**config.mk**
```make
export PLATFORM = sky130hd
export DESIGN_NAME = rfid_ascii_frame_decoder_unit
export DESIGN_NICKNAME = d
export VERILOG_FILES = /design/src/rtl/core/rfad_pkg.sv /design/src/rtl/core/rfad_decode.sv /design/src/rtl/core/rfid_ascii_frame_decoder_unit.sv
export SDC_FILE = /design/constraint.sdc
export NUM_CORES = 1
export LEC_CHECK = 0
export ABC_AREA = 1
export BUFFER_PORTS_ARGS = -buffer_cell sky130_fd_sc_hd__buf_2
export CAP_MARGIN = 20
export CELL_PAD_IN_SITES_DETAIL_PLACEMENT = 0
export CELL_PAD_IN_SITES_GLOBAL_PLACEMENT = 2
export CORE_MARGIN = 4
export CORE_UTILIZATION = 37
export CTS_CLUSTER_DIAMETER = 100
export DETAILED_ROUTE_END_ITERATION = 7
export GPL_TIMING_DRIVEN = 0
export PLACE_DENSITY = 0.78
export SLEW_MARGIN = 10
export SYNTH_ARGS = -nofsm -noshare
export SYNTH_HDL_FRONTEND = slang
export SYNTH_SLANG_ARGS = --single-unit
```
**constraint.sdc**
```tcl
create_clock -name clk -period 3.2 [get_ports clk]
set_input_delay 0.64 -clock clk [delete_from_list [all_inputs] [get_ports clk]]
set_output_delay 0.64 -clock clk [all_outputs]
set_load 0.03 [all_outputs]
```
**src/rtl/core/rfad_pkg.sv**
```systemverilog
// rfad_pkg: constants, types and the hex character decode for the tag-reader frame decoder
// no dependencies; used by rfad_decode and rfid_ascii_frame_decoder_unit
`default_nettype none

package rfad_pkg;

	// frame geometry
	localparam int CHAR_PAIRS = 6;
	localparam int WIN_LEN    = 2 * CHAR_PAIRS + 3;
	localparam int ID_CHARS   = 2 * (CHAR_PAIRS - 1);
	localparam int ID_FULL_W  = 4 * ID_CHARS;
	localparam int CARD_ID_W  = 40;
	localparam int BYTE_W     = 8;

	// frame marker bytes
	localparam logic [BYTE_W-1:0] BYTE_STX = 8'h02;
	localparam logic [BYTE_W-1:0] BYTE_CR  = 8'h0D;
	localparam logic [BYTE_W-1:0] BYTE_LF  = 8'h0A;
	localparam logic [BYTE_W-1:0] BYTE_ETX = 8'h03;

	// ascii hex character bounds
	localparam logic [BYTE_W-1:0] CHAR_0 = 8'h30;
	localparam logic [BYTE_W-1:0] CHAR_9 = 8'h39;
	localparam logic [BYTE_W-1:0] CHAR_A = 8'h41;
	localparam logic [BYTE_W-1:0] CHAR_F = 8'h46;

	typedef logic [BYTE_W-1:0] byte_t;
	typedef byte_t [WIN_LEN-1:0] window_t;

	// decode result handed from the decoder to the output stage
	typedef struct packed {
		logic                 done;
		logic                 fresh;
		logic [CARD_ID_W-1:0] id;
	} rfad_result_t;

	// one ascii hex character to its value, anything else is zero
	function automatic logic [3:0] hex_nibble(input byte_t c);
		logic [3:0] n;
		n = 4'd0;
		if (c >= CHAR_0 && c <= CHAR_9) begin
			n = 4'(c - CHAR_0);
		end else if (c >= CHAR_A && c <= CHAR_F) begin
			n = 4'(c - CHAR_A + 8'd10);
		end
		return n;
	endfunction

endpackage

`default_nettype wire

```
**src/rtl/core/rfad_decode.sv**
```systemverilog
// rfad_decode: frame match, card id decode and new-card compare for one byte
// depends on rfad_pkg
`default_nettype none

module rfad_decode (
	input  wire rfad_pkg::window_t      window,
	input  wire rfad_pkg::byte_t        cur_byte,
	input  wire [rfad_pkg::CARD_ID_W-1:0] last_id,
	output rfad_pkg::rfad_result_t      result
);

	logic [rfad_pkg::ID_FULL_W-1:0] id_full;
	logic [rfad_pkg::CARD_ID_W-1:0] id;
	logic                           done;

	// frame markers: oldest byte is stx, then cr, lf and the current etx
	assign done = (window[0] == rfad_pkg::BYTE_STX) &&
		(window[rfad_pkg::WIN_LEN-2] == rfad_pkg::BYTE_CR) &&
		(window[rfad_pkg::WIN_LEN-1] == rfad_pkg::BYTE_LF) &&
		(cur_byte == rfad_pkg::BYTE_ETX);

	// hex decode of the id characters, first character most significant
	always_comb begin
		id_full = '0;
		for (int k = 0; k < rfad_pkg::ID_CHARS; k++) begin
			id_full[(rfad_pkg::ID_CHARS-1-k)*4 +: 4] = rfad_pkg::hex_nibble(window[1+k]);
		end
		id = rfad_pkg::CARD_ID_W'(id_full);
	end

	// pack result, the checksum characters are ignored
	always_comb begin
		result.done  = done;
		result.fresh = done && (id != last_id);
		result.id    = done ? id : last_id;
	end

endmodule

`default_nettype wire

```
**src/rtl/core/rfid_ascii_frame_decoder_unit.sv**
```systemverilog
// rfid_ascii_frame_decoder_unit: top level of the tag-reader ascii frame decoder
// depends on rfad_pkg and rfad_decode
//
//   channel | handshake          | payload
//   --------+--------------------+------------------------------------
//   in      | in_valid, in_stall | rx_byte
//   out     | out_valid, out_stall | frame_done, new_card, card_id
//
// one request per cycle sustained while out_stall stays low; each byte passes
// through the input register, then through the decoder into the result register
// reset clears the byte window, the last card id and both valid flags
// out_stall holds the result register; the input register still takes a byte
// while the result waits, and in_stall rises only when both are full
`default_nettype none

module rfid_ascii_frame_decoder_unit (
	input  wire                            clk,
	input  wire                            arst_n,
	input  wire                            in_valid,
	output logic                           in_stall,
	input  wire [rfad_pkg::BYTE_W-1:0]     rx_byte,
	output logic                           out_valid,
	input  wire                            out_stall,
	output logic                           frame_done,
	output logic                           new_card,
	output logic [rfad_pkg::CARD_ID_W-1:0] card_id
);

	logic                           valid_s1;
	rfad_pkg::byte_t                byte_s1;
	rfad_pkg::window_t              window_q;
	logic [rfad_pkg::CARD_ID_W-1:0] last_card_id_q;
	logic                           out_valid_q;
	logic                           frame_done_q;
	logic                           new_card_q;
	logic [rfad_pkg::CARD_ID_W-1:0] card_id_q;
	rfad_pkg::rfad_result_t         result;
	logic                           advance;
	logic                           in_take;

	// handshake control
	assign advance  = !out_valid_q || !out_stall;
	assign in_stall = valid_s1 && !advance;
	assign in_take  = in_valid && !in_stall;

	// input register
	always_ff @(posedge clk or negedge arst_n) begin
		if (!arst_n) begin
			valid_s1 <= 1'b0;
		end else if (in_take) begin
			valid_s1 <= 1'b1;
		end else if (advance) begin
			valid_s1 <= 1'b0;
		end
	end

	always_ff @(posedge clk) begin
		if (in_take) begin
			byte_s1 <= rx_byte;
		end
	end

	// frame decode against the window of earlier bytes
	rfad_decode u_decode (
		.window   (window_q),
		.cur_byte (byte_s1),
		.last_id  (last_card_id_q),
		.result   (result)
	);

	// byte window and last id advance with each byte that leaves stage one
	always_ff @(posedge clk or negedge arst_n) begin
		if (!arst_n) begin
			window_q       <= '0;
			last_card_id_q <= '0;
		end else if (valid_s1 && advance) begin
			for (int i = 0; i < rfad_pkg::WIN_LEN - 1; i++) begin
				window_q[i] <= window_q[i+1];
			end
			window_q[rfad_pkg::WIN_LEN-1] <= byte_s1;
			last_card_id_q                <= result.id;
		end
	end

	// result register
	always_ff @(posedge clk or negedge arst_n) begin
		if (!arst_n) begin
			out_valid_q <= 1'b0;
		end else if (advance) begin
			out_valid_q <= valid_s1;
		end
	end

	always_ff @(posedge clk) begin
		if (valid_s1 && advance) begin
			frame_done_q <= result.done;
			new_card_q   <= result.fresh;
			card_id_q    <= result.id;
		end
	end

	assign out_valid  = out_valid_q;
	assign frame_done = frame_done_q;
	assign new_card   = new_card_q;
	assign card_id    = card_id_q;

`ifndef SYNTHESIS
	// a new card is only ever flagged on a completed frame
	a_new_needs_done: assert property (@(posedge clk) disable iff (!arst_n)
		out_valid_q |-> (!new_card_q || frame_done_q))
		else $error("new_card without frame_done");

	// the shown id always matches the remembered id
	a_id_tracks_last: assert property (@(posedge clk) disable iff (!arst_n)
		out_valid_q |-> (card_id_q == last_card_id_q))
		else $error("card_id differs from last card id");

	// input is stalled only while stage one holds a byte
	a_stall_needs_s1: assert property (@(posedge clk) disable iff (!arst_n)
		in_stall |-> valid_s1)
		else $error("in_stall with empty stage one");

	// a blocked stage-one byte is kept
	a_s1_holds: assert property (@(posedge clk) disable iff (!arst_n)
		(valid_s1 && !advance) |=> (valid_s1 && $stable(byte_s1)))
		else $error("stage one byte lost while blocked");
`endif

endmodule

`default_nettype wire
```
==> impl_metrics.ini <==
[cells_and_area]
design_area_sq_um = 12500
syn_to_final_growth_pct = 15.0
drive_gt1_share_pct = 10.5
antenna_cells = 0
fin_nets = 1473

[yosys]
synth.top_cell.area_share_pct = 37.3
synthArstFlopShare_pct = 76.4
synth.most_common_cell = nand2_1
synth_edf_count = 50
syn_area_sq_um = 10900
ys_top_cells_by_count = nand2_1, dfrtp_1, inv_1
avgSynthCellArea_sq_um = 8.12
syn_nets = 1389
synth-seq-area-share_pct = 51.1
syn-instance-count = 1338
synth.area.top_cells = dfrtp_1, nand2_1, edfxtp_1, o21ai_0, nand3_1
synthDistinctLibCells = 25
yosys.area.top_type = dfrtp_1
synthFlopType = dfrtp_1
ys_ff_latch = 212
yosysWarnings = 0

[floorplanning]
num_io_pins = 56
chipWidth_microns = 179
start_util_pct = 37.7
row_count = 62
die-height_microns = 179
dieArea_sq_um = 32200
coreArea_sq_um = 28900

[setup_path]
crit_top_cell = nand2_1
crit_path_top_delay_cell = inv_1
path_cells = nand2_1 -> nand2_1 -> clkbuf_1 -> inv_1 -> clkbuf_4 -> buf_12
critPathKind = reg2reg
critPathCaptureType = register
cp-start-kind = register
critPathRequiredTime_ps = 3410
crit_fanout = 29
critPathMaxStageDelay_ps = 690
worst_ep_arrival_time_ps = 3040

[timing]
fin_crit_ps = 2820
fmax_mhz = 354
finalSetupViolations = 0
hold_viol_final = 0
period_share_pct = 88.3
maxSlewViolCount = 0
slew_headroom_pct = 46.3
holdWs_ps = 116
skew_ps = 23.1
grt_setup_unrepaired = no
fin_tns_setup_ps = 0
tightestPinTransition_ps = 804
fin_ws_ps = 375

[cts]
cts_max_level = 1
numCtsBuffers = 26
cts.path.max_buffers = 3
cts_sinks = 212
cts_tree = built
root_buffer = clkbuf_16
post-cts-setup-buffers = 0
clk_pin_slew_worst_paths_ps = 60
clk-insertion-delay-late_ps = 540

[global_routing]
grt_pass1_vias = 8477
grt_max_degree = 87
grt-ovfl-total = 0
antenna_found_initial = 0
track_usage_pct = 18.9
grt_pass1_wl_microns = 47600

[min_path]
hold_class = in2async

[pwr]
clkPwrFrac_pct = 23.3
peakVddDrop_mv = 0.445
p_sw_mw = 5.02
power_density_nw_per_um2 = 956
pwr-share-comb_pct = 36.9
swShare_pct = 42.0
p_leak_nw = 5.98
intPower_mw = 6.93
power_frac_seq_pct = 39.9
finalPower_mw = 11.9

[detailed_routing]
final_antenna_net_count = 0
vias = 8770
drt_iter0_drc = 495
first_pass_iters = 5
via_per_inst = 4.80
wl_per_cell_microns = 16.2
drc = 0
routed_wl_microns = 29600

[placed_design]
hpwlAfterDp_microns = 21400
portBuffers = 55
place_area_sq_um = 11700
preCtsSetupSlack_ps = -342
gp_congestion = 0.838

[job]
cap_violations = 0

[status]
outcome = finished, final reports clean
cell usage in the layout, fill, tap and decap left out, types with 2 or more instances in the layout:
master     count
nor2_1        34
clkbuf_8       6
nor4_1         3
buf_6          7
nand4_1        7
clkbuf_1      34
buf_2         58
buf_1          2
nand3b_1      11
o21ai_0      140
edfxtp_1      50
clkinv_1       3
inv_1        142
nor3_1         6
ha_1          39
xor2_1        10
clkbuf_16     26
clkinv_2       6
nor3_2         4
o21ai_1       11
nand2_1      525
o21ai_2       34
nand3_1      111
dfrtp_1      162
state kept, by name (all words and copies together) (netlist names):
name            flops
window_q          120
out_valid           1
new_card            1
frame_done          1
card_id            40
last_card_id_q     40
byte_s1             8
valid_s1            1
worst paths after layout:
check | start | endpoint | slack [ps] | cells past startpoint
max reg2reg | out_valid | card_id[13] | 380 | 6
min | arst_n | last_card_id_q[35] | 120 | 1
min in group clk | rx_byte[0] | byte_s1[0] | 270 | 1
max in group asynchronous | arst_n | last_card_id_q[11] | 2210 | 2
max | out_valid | card_id[13] | 380 | 6
min reg2reg | window_q[102] | window_q[94] | 470 | 2
cells by family after synthesis:
logic type | count (synthesis) | share of synthesized area (%)
flops | 212 | 51.1
compound gates | 186 | 9.76
simple gates | 705 | 26.8
buf+inv | 186 | 6.98
xor+xnor | 10 | 0.806
fa+ha+maj | 39 | 4.49
power groups by stage:
| stage | sequential [mW] | clock (mW) | combinational, mW |
|---|---|---|---|
| 6_report | 4.76 | 2.78 | 4.40 |
| 5_1_grt | 4.93 | 2.97 | 5.11 |
| 4_1_cts | 4.76 | 2.87 | 4.49 |
| 3_5_place_dp | 4.79 | 0 | 4.47 |
| 3_3_place_gp | 4.80 | 0 | 4.42 |
| 2_1_floorplan | 4.81 | 0 | 2.95 |
what timing repair did:
item,4_1_cts,5_1_grt
hold endpoints to repair,0,0
endpoints found under the setup margin,0,22
hold buffers,0,0
gates resized for setup,0,1
metal layers:
metal / wire length (microns) / part of all wire (%) / up-vias / track usage [%]
met5: 0 / 0 / - / 0
met4: 518 / 1.8 / 0 / 3.68
met3: 943 / 3.2 / 35 / 2.18
met2: 13500 / 46 / 125 / 30.6
met1: 14600 / 50 / 4145 / 27.5
li1: - / - / 4465 / -
metrics by stage:
stage          cells  utilization, %
2_1_floorplan   1338               -
3_3_place_gp    1777            40.3
4_1_cts         1827            43.3
5_1_grt         1826            43.3
6_report        1826            43.3
3_5_place_dp    1779            40.5
worst max-delay path: cells and delay by family (launching register included):
| family | cells | cell delay [ps] |
|---|---|---|
| buffers and inverters | 4 | 1810 |
| DFF | 1 | 370 |
| and+or+nand+nor | 2 | 290 |
final cells by class:
type	instances	area, sq um
inverters	143	539
well taps	384	480
flip-flops and latches	212	5560
multi-input cells	940	4560
repair buffers	57	333
clock buffers	38	756
clock inverters	10	57.6
plain buffers	42	219
fillers	2985	16400
No activity file was read; power rests on OpenSTA's default activity.
